`config.mk`:
```
export PLATFORM = sky130hd
export DESIGN_NAME = waypoint_heading_quaternion
export DESIGN_NICKNAME = d
export VERILOG_FILES = /design/src/rtl/core/whq_pkg.sv /design/src/rtl/core/waypoint_heading_quaternion.sv /design/src/rtl/core/whq_cordic.sv
export VERILOG_INCLUDE_DIRS = /design/src /design/src/rtl/core
export SDC_FILE = /design/constraint.sdc
export NUM_CORES = 2
export LEC_CHECK = 0
export BUFFER_PORTS_ARGS = -buffer_cell sky130_fd_sc_hd__buf_2
export CAP_MARGIN = 0
export CORE_MARGIN = 2
export CORE_UTILIZATION = 56
export CTS_CLUSTER_SIZE = 28
export DETAILED_ROUTE_END_ITERATION = 7
export GPL_ROUTABILITY_DRIVEN = 1
export GPL_TIMING_DRIVEN = 0
export PLACE_DENSITY = 0.82
export SETUP_SLACK_MARGIN = 0.1
export SLEW_MARGIN = 5
export SYNTH_ARGS = -nofsm -noshare
export SYNTH_HDL_FRONTEND = slang
export SYNTH_HIERARCHICAL = 1
export SYNTH_SLANG_ARGS = --single-unit
```
`constraint.sdc`:
```
create_clock -name i_clk -period 14.5 [get_ports i_clk]
set_input_delay 2.9 -clock i_clk [delete_from_list [all_inputs] [get_ports i_clk]]
set_output_delay 2.9 -clock i_clk [all_outputs]
set_load 0.02 [all_outputs]
```
`src/rtl/core/waypoint_heading_quaternion_macros.svh`:
```
// Assertion helpers shared by the waypoint heading RTL.
// Define ASSERT_OFF to compile every check away.
`ifndef WAYPOINT_HEADING_QUATERNION_MACROS_SVH
`define WAYPOINT_HEADING_QUATERNION_MACROS_SVH

`ifndef ASSERT_OFF

// Same-cycle implication, sampled on the rising clock edge, off while in reset.
`define ASSERT_IMPL(lbl, clk, rst_n, ante, cons) \
    lbl: assert property (@(posedge clk) disable iff (!rst_n) (ante) |-> (cons)) \
        else $error("assertion failed: same-cycle implication");

// Next-cycle implication, sampled on the rising clock edge, off while in reset.
`define ASSERT_NEXT(lbl, clk, rst_n, ante, cons) \
    lbl: assert property (@(posedge clk) disable iff (!rst_n) (ante) |=> (cons)) \
        else $error("assertion failed: next-cycle implication");

`else

`define ASSERT_IMPL(lbl, clk, rst_n, ante, cons)
`define ASSERT_NEXT(lbl, clk, rst_n, ante, cons)

`endif

`endif

```
`src/rtl/core/whq_pkg.sv`:
```
package whq_pkg;

    // Beat and field widths
    localparam int POS_W   = 32;
    localparam int Q_W     = 16;
    localparam int DIF_W   = 33;
    localparam int YAW_W   = 15;
    localparam int TDATA_W = 3 * POS_W + 4 * Q_W;

    // CORDIC datapath: x/y hold a 33-bit step scaled by 2^16 plus gain growth
    localparam int XY_W    = 52;
    // Angle accumulator, Q3.24 with headroom
    localparam int ANG_W   = 29;
    localparam int ATAN_IW = 5;

    // Configuration port
    localparam int CFG_IW = 2;
    localparam int CFG_DW = 16;

    localparam logic [CFG_IW-1:0] CFG_YAW_MODE  = 2'd0;
    localparam logic [CFG_IW-1:0] CFG_FIXED_YAW = 2'd1;
    localparam logic [CFG_IW-1:0] CFG_MIN_STEP  = 2'd2;

    localparam logic [1:0] MODE_KEEP  = 2'd0;
    localparam logic [1:0] MODE_FIXED = 2'd1;
    localparam logic [1:0] MODE_HEAD  = 2'd2;

    localparam logic [CFG_DW-1:0] MIN_STEP_RST = 16'd66;

    // Angle and gain constants
    localparam logic signed [ANG_W-1:0] ANG_HALF_PI = 29'sd26353589;
    localparam logic signed [ANG_W-1:0] ANG_PI      = 29'sd52707179;
    localparam logic signed [XY_W-1:0]  GAIN_Q30    = 52'sd652032874;
    localparam logic signed [Q_W-1:0]   Q_ONE       = 16'sd16384;

    typedef logic signed [XY_W-1:0]  t_xy;
    typedef logic signed [ANG_W-1:0] t_ang;
    typedef logic signed [Q_W-1:0]   t_q;

    // Request to the shared CORDIC engine
    typedef struct packed {
        logic start;
        logic vec;      // 1: vectoring (atan2), 0: rotation (sin/cos)
    } t_cor_cmd;

    typedef struct packed {
        logic busy;
        logic done;     // one-cycle pulse after the last micro-rotation
    } t_cor_sts;

    // atan(2^-i) in Q3.24
    function automatic t_ang atan_q24(input logic [ATAN_IW-1:0] idx);
        case (idx)
            5'd0:    atan_q24 = 29'sd13176795;
            5'd1:    atan_q24 = 29'sd7778716;
            5'd2:    atan_q24 = 29'sd4110060;
            5'd3:    atan_q24 = 29'sd2086331;
            5'd4:    atan_q24 = 29'sd1047214;
            5'd5:    atan_q24 = 29'sd524117;
            5'd6:    atan_q24 = 29'sd262123;
            5'd7:    atan_q24 = 29'sd131069;
            5'd8:    atan_q24 = 29'sd65536;
            5'd9:    atan_q24 = 29'sd32768;
            5'd10:   atan_q24 = 29'sd16384;
            5'd11:   atan_q24 = 29'sd8192;
            5'd12:   atan_q24 = 29'sd4096;
            5'd13:   atan_q24 = 29'sd2048;
            5'd14:   atan_q24 = 29'sd1024;
            5'd15:   atan_q24 = 29'sd512;
            5'd16:   atan_q24 = 29'sd256;
            5'd17:   atan_q24 = 29'sd128;
            5'd18:   atan_q24 = 29'sd64;
            5'd19:   atan_q24 = 29'sd32;
            5'd20:   atan_q24 = 29'sd16;
            5'd21:   atan_q24 = 29'sd8;
            5'd22:   atan_q24 = 29'sd4;
            5'd23:   atan_q24 = 29'sd2;
            default: atan_q24 = '0;
        endcase
    endfunction

endpackage

```
`src/rtl/core/waypoint_heading_quaternion.sv`:
```
// Channel   | Dir | Beat content (low bits first)
// s_axis    | in  | tdata: pos_x, pos_y, pos_z, quat_in_x/y/z/w; tlast: path_end
// m_axis    | out | tdata: out_x, out_y, out_z, orient_x/y/z/w; tlast: final_out
// cfg       | in  | index: 0 yaw_mode, 1 fixed_yaw_angle, 2 min_step; data: value
//
// One waypoint at a time; s_axis_tready is high only while the sequencer idles.
// Keep mode passes the beat through. Fixed mode runs the sin/cos rotation on
// the single shared CORDIC engine; heading with a held point uses it for atan2
// (skipped for a zero or short step) and then sin/cos, one micro-rotation a cycle.
// Synchronous active-low reset; no clearing pass. A stalled m_axis holds the
// result register and the sequencer waits at its emit step.
`include "waypoint_heading_quaternion_macros.svh"

module waypoint_heading_quaternion #(
    parameter int CORDIC_STEPS = 16
) (
    input  logic                         i_clk,
    input  logic                         i_rst_n,
    input  logic                         s_axis_tvalid,
    output logic                         s_axis_tready,
    // pos_x, pos_y, pos_z, quat_in_x, quat_in_y, quat_in_z, quat_in_w
    input  logic [whq_pkg::TDATA_W-1:0]  s_axis_tdata,
    input  logic                         s_axis_tlast,
    output logic                         m_axis_tvalid,
    input  logic                         m_axis_tready,
    // out_x, out_y, out_z, orient_x, orient_y, orient_z, orient_w
    output logic [whq_pkg::TDATA_W-1:0]  m_axis_tdata,
    output logic                         m_axis_tlast,
    input  logic                         i_cfg_valid,
    output logic                         o_cfg_ready,
    input  logic [whq_pkg::CFG_IW-1:0]   i_cfg_index,
    input  logic [whq_pkg::CFG_DW-1:0]   i_cfg_data
);
    import whq_pkg::*;

    localparam logic [3:0] S_IDLE      = 4'd0;
    localparam logic [3:0] S_DIFF      = 4'd1;
    localparam logic [3:0] S_CHK       = 4'd2;
    localparam logic [3:0] S_SQ        = 4'd3;
    localparam logic [3:0] S_SQCMP     = 4'd4;
    localparam logic [3:0] S_VPRE      = 4'd5;
    localparam logic [3:0] S_VEC       = 4'd6;
    localparam logic [3:0] S_QPRE      = 4'd7;
    localparam logic [3:0] S_ROT       = 4'd8;
    localparam logic [3:0] S_EMIT_HELD = 4'd9;
    localparam logic [3:0] S_EMIT_CUR  = 4'd10;
    localparam logic [3:0] S_EMIT_PASS = 4'd11;

    localparam logic [1:0] SQ_LAST = 2'd2;

    // Control state
    logic [3:0]              r_state;
    logic [3:0]              n_state;
    logic [1:0]              r_sq_cnt;
    logic                    r_held_valid;
    logic [POS_W-1:0]        r_held_x;
    logic [POS_W-1:0]        r_held_y;
    logic [POS_W-1:0]        r_held_z;
    logic                    r_out_valid;
    logic [1:0]              r_yaw_mode;
    logic signed [YAW_W-1:0] r_fixed_yaw;
    logic [CFG_DW-1:0]       r_min_step;

    // Item datapath
    logic [TDATA_W-1:0]      r_in;
    logic                    r_fin;
    logic                    r_head;
    logic signed [YAW_W-1:0] r_yaw;
    logic signed [DIF_W-1:0] r_dx;
    logic signed [DIF_W-1:0] r_dy;
    logic [15:0]             r_sq_a;
    logic [15:0]             r_sq_b;
    logic signed [33:0]      r_acc;
    logic                    r_neg;
    t_q                      r_qs;
    t_q                      r_qc;
    logic [TDATA_W-1:0]      r_out_data;
    logic                    r_out_last;

    logic               in_acc;
    logic               slot_free;
    logic               out_load;
    logic [TDATA_W-1:0] n_out_data;
    logic               n_out_last;
    logic [DIF_W-1:0]   ax;
    logic [DIF_W-1:0]   ay;
    logic               dxy_zero;
    logic               near;
    logic [15:0]        sq_op;
    logic [31:0]        sq_prod;
    logic               sq_short;
    t_xy                dxs;
    t_xy                dys;
    t_ang               h;
    t_ang               h_fold;
    logic               h_neg;
    t_ang               z_rnd;
    t_q                 q_s;
    t_q                 q_c;

    t_cor_cmd cor_cmd;
    t_cor_sts cor_sts;
    t_xy      cor_x_in;
    t_xy      cor_y_in;
    t_ang     cor_z_in;
    t_xy      cor_x;
    t_xy      cor_y;
    t_ang     cor_z;

    // Round half up from Q2.30 to Q2.14 and clamp to +/-1.0
    function automatic t_q round_sat(input t_xy v);
        t_xy                    r;
        logic signed [XY_W-17:0] q;
        r = v + XY_W'(32768);
        q = r[XY_W-1:16];
        if (q > Q_ONE) begin
            round_sat = Q_ONE;
        end else if (q < -Q_ONE) begin
            round_sat = -Q_ONE;
        end else begin
            round_sat = Q_W'(q);
        end
    endfunction

    assign in_acc        = s_axis_tvalid && s_axis_tready;
    assign s_axis_tready = (r_state == S_IDLE);
    assign slot_free     = !r_out_valid || m_axis_tready;
    assign o_cfg_ready   = 1'b1;

    // Step magnitude and short-step tests
    always_comb begin
        ax       = r_dx[DIF_W-1] ? DIF_W'(-r_dx) : DIF_W'(r_dx);
        ay       = r_dy[DIF_W-1] ? DIF_W'(-r_dy) : DIF_W'(r_dy);
        dxy_zero = (r_dx == '0) && (r_dy == '0);
        near     = (ax < {{(DIF_W-CFG_DW){1'b0}}, r_min_step})
                && (ay < {{(DIF_W-CFG_DW){1'b0}}, r_min_step});
        case (r_sq_cnt)
            2'd0:    sq_op = r_min_step;
            2'd1:    sq_op = r_sq_a;
            default: sq_op = r_sq_b;
        endcase
        sq_prod  = sq_op * sq_op;
        sq_short = !r_acc[33] && (r_acc != '0);
    end

    // Engine operands: quarter-turn prerotation or folded half angle
    always_comb begin
        dxs    = {{(XY_W-DIF_W-16){r_dx[DIF_W-1]}}, r_dx, 16'b0};
        dys    = {{(XY_W-DIF_W-16){r_dy[DIF_W-1]}}, r_dy, 16'b0};
        h      = {{(ANG_W-YAW_W-11){r_yaw[YAW_W-1]}}, r_yaw, 11'b0};
        h_neg  = 1'b0;
        h_fold = h;
        if (h > ANG_HALF_PI) begin
            h_fold = h - ANG_PI;
            h_neg  = 1'b1;
        end else if (h < -ANG_HALF_PI) begin
            h_fold = h + ANG_PI;
            h_neg  = 1'b1;
        end

        cor_cmd.start = (r_state == S_VPRE) || (r_state == S_QPRE);
        cor_cmd.vec   = (r_state == S_VPRE);
        if (r_state == S_VPRE) begin
            if (r_dx[DIF_W-1]) begin
                if (!r_dy[DIF_W-1]) begin
                    cor_x_in = dys;
                    cor_y_in = -dxs;
                    cor_z_in = ANG_HALF_PI;
                end else begin
                    cor_x_in = -dys;
                    cor_y_in = dxs;
                    cor_z_in = -ANG_HALF_PI;
                end
            end else begin
                cor_x_in = dxs;
                cor_y_in = dys;
                cor_z_in = '0;
            end
        end else begin
            cor_x_in = GAIN_Q30;
            cor_y_in = '0;
            cor_z_in = h_fold;
        end
    end

    // Engine results
    always_comb begin
        z_rnd = cor_z + ANG_W'(2048);
        q_c   = round_sat(cor_x);
        q_s   = round_sat(cor_y);
    end

    whq_cordic #(
        .CORDIC_STEPS(CORDIC_STEPS)
    ) u_cordic (
        .i_clk  (i_clk),
        .i_rst_n(i_rst_n),
        .i_cmd  (cor_cmd),
        .i_x    (cor_x_in),
        .i_y    (cor_y_in),
        .i_z    (cor_z_in),
        .o_sts  (cor_sts),
        .o_x    (cor_x),
        .o_y    (cor_y),
        .o_z    (cor_z)
    );

    // Sequencer
    always_comb begin
        n_state  = r_state;
        out_load = 1'b0;
        unique case (r_state)
            S_IDLE: begin
                if (in_acc) begin
                    if (r_held_valid) begin
                        n_state = S_DIFF;
                    end else if (r_yaw_mode == MODE_HEAD) begin
                        n_state = s_axis_tlast ? S_QPRE : S_IDLE;
                    end else if (r_yaw_mode == MODE_FIXED) begin
                        n_state = S_QPRE;
                    end else begin
                        n_state = S_EMIT_PASS;
                    end
                end
            end
            S_DIFF: n_state = S_CHK;
            S_CHK: begin
                if (dxy_zero) begin
                    n_state = S_QPRE;
                end else if (near) begin
                    n_state = S_SQ;
                end else begin
                    n_state = S_VPRE;
                end
            end
            S_SQ: begin
                if (r_sq_cnt == SQ_LAST) begin
                    n_state = S_SQCMP;
                end
            end
            S_SQCMP: n_state = sq_short ? S_QPRE : S_VPRE;
            S_VPRE:  n_state = S_VEC;
            S_VEC: begin
                if (cor_sts.done) begin
                    n_state = S_QPRE;
                end
            end
            S_QPRE: n_state = S_ROT;
            S_ROT: begin
                if (cor_sts.done) begin
                    n_state = r_head ? S_EMIT_HELD : S_EMIT_CUR;
                end
            end
            S_EMIT_HELD: begin
                if (slot_free) begin
                    out_load = 1'b1;
                    if (r_yaw_mode == MODE_HEAD) begin
                        n_state = r_fin ? S_EMIT_CUR : S_IDLE;
                    end else if (r_yaw_mode == MODE_FIXED) begin
                        n_state = S_QPRE;
                    end else begin
                        n_state = S_EMIT_PASS;
                    end
                end
            end
            S_EMIT_CUR, S_EMIT_PASS: begin
                if (slot_free) begin
                    out_load = 1'b1;
                    n_state  = S_IDLE;
                end
            end
            default: n_state = S_IDLE;
        endcase
    end

    // Result beat
    always_comb begin
        n_out_data = r_in;
        n_out_last = r_fin;
        if (r_state == S_EMIT_HELD) begin
            n_out_data = {r_qc, r_qs, {(2*Q_W){1'b0}}, r_held_z, r_held_y, r_held_x};
            n_out_last = 1'b0;
        end else if (r_state == S_EMIT_CUR) begin
            n_out_data = {r_qc, r_qs, {(2*Q_W){1'b0}}, r_in[3*POS_W-1:0]};
        end
    end

    // Control registers
    always_ff @(posedge i_clk) begin
        if (!i_rst_n) begin
            r_state      <= S_IDLE;
            r_sq_cnt     <= '0;
            r_held_valid <= 1'b0;
            r_held_x     <= '0;
            r_held_y     <= '0;
            r_held_z     <= '0;
            r_out_valid  <= 1'b0;
            r_yaw_mode   <= MODE_KEEP;
            r_fixed_yaw  <= '0;
            r_min_step   <= MIN_STEP_RST;
        end else begin
            r_state <= n_state;

            if (r_state == S_CHK) begin
                r_sq_cnt <= '0;
            end else if (r_state == S_SQ) begin
                r_sq_cnt <= r_sq_cnt + 1'b1;
            end

            // Hold back a point in heading mode
            if (in_acc && !r_held_valid && r_yaw_mode == MODE_HEAD && !s_axis_tlast) begin
                r_held_valid <= 1'b1;
                r_held_x     <= s_axis_tdata[POS_W-1:0];
                r_held_y     <= s_axis_tdata[2*POS_W-1:POS_W];
                r_held_z     <= s_axis_tdata[3*POS_W-1:2*POS_W];
            end else if (r_state == S_EMIT_HELD && slot_free) begin
                r_held_valid <= 1'b0;
                if (r_yaw_mode == MODE_HEAD && !r_fin) begin
                    r_held_valid <= 1'b1;
                    r_held_x     <= r_in[POS_W-1:0];
                    r_held_y     <= r_in[2*POS_W-1:POS_W];
                    r_held_z     <= r_in[3*POS_W-1:2*POS_W];
                end
            end

            if (out_load) begin
                r_out_valid <= 1'b1;
            end else if (m_axis_tready) begin
                r_out_valid <= 1'b0;
            end

            // Register writes
            if (i_cfg_valid && o_cfg_ready) begin
                unique case (i_cfg_index)
                    CFG_YAW_MODE:  r_yaw_mode  <= i_cfg_data[1:0];
                    CFG_FIXED_YAW: r_fixed_yaw <= i_cfg_data[YAW_W-1:0];
                    CFG_MIN_STEP:  r_min_step  <= i_cfg_data;
                    default: ;
                endcase
            end
        end
    end

    // Datapath registers
    always_ff @(posedge i_clk) begin
        if (in_acc) begin
            r_in   <= s_axis_tdata;
            r_fin  <= s_axis_tlast;
            r_head <= r_held_valid;
            r_yaw  <= (r_yaw_mode == MODE_FIXED) ? r_fixed_yaw : '0;
        end

        if (r_state == S_DIFF) begin
            r_dx <= DIF_W'($signed(r_in[POS_W-1:0])) - DIF_W'($signed(r_held_x));
            r_dy <= DIF_W'($signed(r_in[2*POS_W-1:POS_W])) - DIF_W'($signed(r_held_y));
        end

        if (r_state == S_CHK) begin
            r_sq_a <= ax[15:0];
            r_sq_b <= ay[15:0];
            r_yaw  <= '0;
        end

        // min_step^2 - dx^2 - dy^2, one square a cycle
        if (r_state == S_SQ) begin
            if (r_sq_cnt == 2'd0) begin
                r_acc <= {2'b00, sq_prod};
            end else begin
                r_acc <= r_acc - {2'b00, sq_prod};
            end
        end

        if (r_state == S_VEC && cor_sts.done) begin
            r_yaw <= z_rnd[YAW_W+11:12];
        end

        if (r_state == S_QPRE) begin
            r_neg <= h_neg;
        end

        if (r_state == S_ROT && cor_sts.done) begin
            r_qs <= r_neg ? -q_s : q_s;
            r_qc <= r_neg ? -q_c : q_c;
        end

        if (r_state == S_EMIT_HELD && slot_free) begin
            r_head <= 1'b0;
            r_yaw  <= r_fixed_yaw;
        end

        if (out_load) begin
            r_out_data <= n_out_data;
            r_out_last <= n_out_last;
        end
    end

    assign m_axis_tvalid = r_out_valid;
    assign m_axis_tdata  = r_out_data;
    assign m_axis_tlast  = r_out_last;

    `ASSERT_IMPL(a_engine_live, i_clk, i_rst_n, r_state == S_VEC || r_state == S_ROT, cor_sts.busy || cor_sts.done)
    `ASSERT_IMPL(a_held_emit, i_clk, i_rst_n, r_state == S_EMIT_HELD, r_held_valid)
    `ASSERT_IMPL(a_quat_range, i_clk, i_rst_n, r_state == S_EMIT_HELD || r_state == S_EMIT_CUR, r_qs <= Q_ONE && r_qs >= -Q_ONE && r_qc <= Q_ONE && r_qc >= -Q_ONE)
    `ASSERT_NEXT(a_held_clear, i_clk, i_rst_n, r_state == S_EMIT_HELD && slot_free && r_yaw_mode != MODE_HEAD, !r_held_valid)

endmodule

```
`src/rtl/core/whq_cordic.sv`:
```
`include "waypoint_heading_quaternion_macros.svh"

// Shared CORDIC engine: one micro-rotation per cycle, vectoring or rotation.
module whq_cordic #(
    parameter int CORDIC_STEPS = 16
) (
    input  logic              i_clk,
    input  logic              i_rst_n,
    input  whq_pkg::t_cor_cmd i_cmd,
    input  whq_pkg::t_xy      i_x,
    input  whq_pkg::t_xy      i_y,
    input  whq_pkg::t_ang     i_z,
    output whq_pkg::t_cor_sts o_sts,
    output whq_pkg::t_xy      o_x,
    output whq_pkg::t_xy      o_y,
    output whq_pkg::t_ang     o_z
);
    import whq_pkg::*;

    localparam int CW = $clog2(CORDIC_STEPS);
    localparam logic [CW-1:0] LAST = CW'(CORDIC_STEPS - 1);

    logic          r_busy;
    logic          r_done;
    logic          r_vec;
    logic [CW-1:0] r_cnt;
    t_xy           r_x;
    t_xy           r_y;
    t_ang          r_z;

    t_xy  xs;
    t_xy  ys;
    t_ang atan_i;
    logic plus;

    // One micro-rotation: plus means x += y>>i, y -= x>>i, z += atan
    always_comb begin
        xs     = r_x >>> r_cnt;
        ys     = r_y >>> r_cnt;
        atan_i = atan_q24(ATAN_IW'(r_cnt));
        plus   = r_vec ? (!r_y[XY_W-1] && (r_y != '0)) : r_z[ANG_W-1];
    end

    // Sequencer
    always_ff @(posedge i_clk) begin
        if (!i_rst_n) begin
            r_busy <= 1'b0;
            r_done <= 1'b0;
            r_cnt  <= '0;
        end else begin
            r_done <= 1'b0;
            if (i_cmd.start) begin
                r_busy <= 1'b1;
                r_cnt  <= '0;
            end else if (r_busy) begin
                r_cnt <= r_cnt + 1'b1;
                if (r_cnt == LAST) begin
                    r_busy <= 1'b0;
                    r_done <= 1'b1;
                end
            end
        end
    end

    // Datapath
    always_ff @(posedge i_clk) begin
        if (i_cmd.start) begin
            r_vec <= i_cmd.vec;
            r_x   <= i_x;
            r_y   <= i_y;
            r_z   <= i_z;
        end else if (r_busy) begin
            if (plus) begin
                r_x <= r_x + ys;
                r_y <= r_y - xs;
                r_z <= r_z + atan_i;
            end else begin
                r_x <= r_x - ys;
                r_y <= r_y + xs;
                r_z <= r_z - atan_i;
            end
        end
    end

    assign o_sts.busy = r_busy;
    assign o_sts.done = r_done;
    assign o_x        = r_x;
    assign o_y        = r_y;
    assign o_z        = r_z;

    `ASSERT_IMPL(a_no_restart, i_clk, i_rst_n, i_cmd.start, !r_busy)
    `ASSERT_NEXT(a_done_after_last, i_clk, i_rst_n, r_busy && r_cnt == LAST, r_done && !r_busy)
    `ASSERT_NEXT(a_done_pulse, i_clk, i_rst_n, r_done, !r_done)
    `ASSERT_IMPL(a_cnt_range, i_clk, i_rst_n, r_busy, r_cnt <= LAST)

endmodule
```
==> results.sh <==
export IMPL_synth_avg_cell_area_sq_um=9.26
export IMPL_cp_common_cell="inv_1"
export IMPL_period_share=0.876
export IMPL_syn_to_final_growth_pct=11.0
export IMPL_cts_buffers_inserted=87
export IMPL_wire_per_inst_um=24.9
export IMPL_finalSetupViolCount=0
export IMPL_hold_path_class="flip-flop to flip-flop"
export IMPL_hold_viol=0
export IMPL_reg2reg_depth=42
export IMPL_cts_clk_slew_worst_paths_ns=0.06
export IMPL_final_max_slew_viol_count=0
export IMPL_status="finished clean"
export IMPL_max_freq_ghz=0.0787
export IMPL_dp_slack_ns=2.01
export IMPL_cts_hold_buf=0
export IMPL_cts_resized=0
export IMPL_place_gp_congestion=1.08
export IMPL_worstPathRequired_ns=14.94
export IMPL_leakage_nw=29.1
export IMPL_insertion_delay_ns=0.75
export IMPL_die_w_um=343
export IMPL_crit_path_start_kind="flip-flop"
export IMPL_p_per_area_nw_per_um2=183
export IMPL_synthCells=6955
export IMPL_slew_headroom=0.0519
export IMPL_rows=124
export IMPL_max_cap_viol_count=0
export IMPL_endpoint="r_acc[33]"
export IMPL_grt_pass1_vias=55300
export IMPL_via_per_inst=6.44
export IMPL_min_period_ns=12.71
export IMPL_rrSetupSlack_ns=1.79
export IMPL_wl_mm=224
export IMPL_die_h_um=343
export IMPL_worst_r2r_startpoint="r_sq_cnt[0]"
export IMPL_crit_path_max_incr_delay_ns=0.85
export IMPL_r2r_end="r_acc[33]"
export IMPL_peakVddDrop_mv=0.184
export IMPL_grt_pass1_wl_mm=332
export IMPL_nets=8157
export IMPL_drt_iter0_drc=6973
export IMPL_start_util=0.564
export IMPL_ant_nets=0
export IMPL_startpoint="r_sq_cnt[0]"
export IMPL_fillers=9458
export IMPL_cts_setup_buffers=0
export IMPL_place_detailed_hpwl_mm=174
export IMPL_grt_max_degree=64
export IMPL_io_pins=348
export IMPL_setup_tns_ns=0
export IMPL_htree_levels=3
export IMPL_setup_ws_ns=1.79
export IMPL_vias=58000
export IMPL_core_sq_um=114000
export IMPL_cts_root_buf="clkbuf_16"
export IMPL_skew_ns=0.0886
export IMPL_clock_sinks=803
export IMPL_port_buffers=346
export IMPL_cp_max_fo=10
export IMPL_grt_usage=0.371
export IMPL_cts_buffer_depth=3
export IMPL_yosys_warnings=6
export IMPL_criticalPathCategory="flip-flop to flip-flop"
export IMPL_cp_slowest_cell="o31ai_1"
export IMPL_grt_setup_unrepaired="false"
export IMPL_tightest_slew_ns=1.42
export IMPL_cp_end_kind="flip-flop"
export IMPL_antenna_found_initial=13
export IMPL_drive_gt1_frac=0.107
export IMPL_overflow=0
export IMPL_remaining_drc_errors=0
export IMPL_power_mw=13.1
export IMPL_crit_arrival_ns=13.15
export IMPL_place_area_sq_um=68400
export IMPL_synth_area_sq_um=64400
export IMPL_dieArea_sq_um=118000
export IMPL_cts_tree="done"
export IMPL_mostFrequentLayoutCell="nand2_1"
export IMPL_final_cell_mix="942 x nand2_1, 636 x edfxtp_1, 522 x o21ai_0"
export IMPL_firstDrtPassIters=6
export IMPL_fin_area_sq_um=71400
worst min path at each step:
stage / depth (start not counted) / startpoint / end / slack, ns
after global placement: 2 / r_fixed_yaw[4] / r_fixed_yaw[4] / 0.45
after CTS: 2 / r_fixed_yaw[3] / r_fixed_yaw[3] / 0.47
after detailed placement: 2 / r_fixed_yaw[3] / r_fixed_yaw[3] / 0.46
after global routing: 2 / r_fixed_yaw[4] / r_fixed_yaw[4] / 0.48
final: 2 / r_fixed_yaw[4] / r_fixed_yaw[4] / 0.47
after floorplan: 2 / r_fixed_yaw[0] / r_fixed_yaw[0] / 0.44
metal layers:
metal | global-route usage | part of all wire
met1 | 0.503 | 0.40
met2 | 0.566 | 0.44
met3 | 0.0863 | 0.11
met4 | 0.165 | 0.048
met5 | 0 | 0.00030
metrics by stage:
stage               utilization  std cells  hold WS, ns
finish                    0.626       9017        0.468
floorplan                     -       6980        0.444
CTS                       0.625       9011        0.466
global route              0.625       9013        0.484
detailed placement        0.599       8852        0.458
global placement          0.596       8838        0.451
critical path: cells and delay by family (launching register included):
family,cells,cell delay [ns]
muxes,1,0.24
AOI/OAI and AO/OA,14,4.41
adders and majority gates,9,3.87
and+or+nand+nor,5,1.12
xor gates and xnor gates,1,0.29
buffers and inverters,12,2.11
DFF,1,0.39
area by class of cell:
| cell class | instances | area [sq um] | area share |
|---|---|---|---|
| Clock inverter | 47 | 614 | 0.00860 |
| Clock buffer | 112 | 2360 | 0.0331 |
| Antenna cell | 6 | 15.0 | 0.000210 |
| Inverter | 443 | 1660 | 0.0233 |
| Tap cell | 1512 | 1890 | 0.0265 |
| Sequential cell | 803 | 22400 | 0.314 |
| Timing Repair Buffer | 360 | 2040 | 0.0286 |
| Multi-Input combinational cell | 5387 | 39000 | 0.546 |
| Buffer | 347 | 1430 | 0.0200 |
sequential cells by signal (all words and copies together) (netlist names), 29 cells and up:
register	count
r_dy	33
r_in	160
u_cordic/o_y	52
r_held_x	32
r_dx	33
u_cordic/o_z	29
m_axis_tdata	160
r_held_y	32
r_held_z	32
r_acc	34
u_cordic/o_x	52
power by group:
part	internal, mW	switching, mW
Sequential	3.23	0.494
Clock	1.30	1.03
Combinational	2.70	4.31
Power figures use the tool's default switching activity.
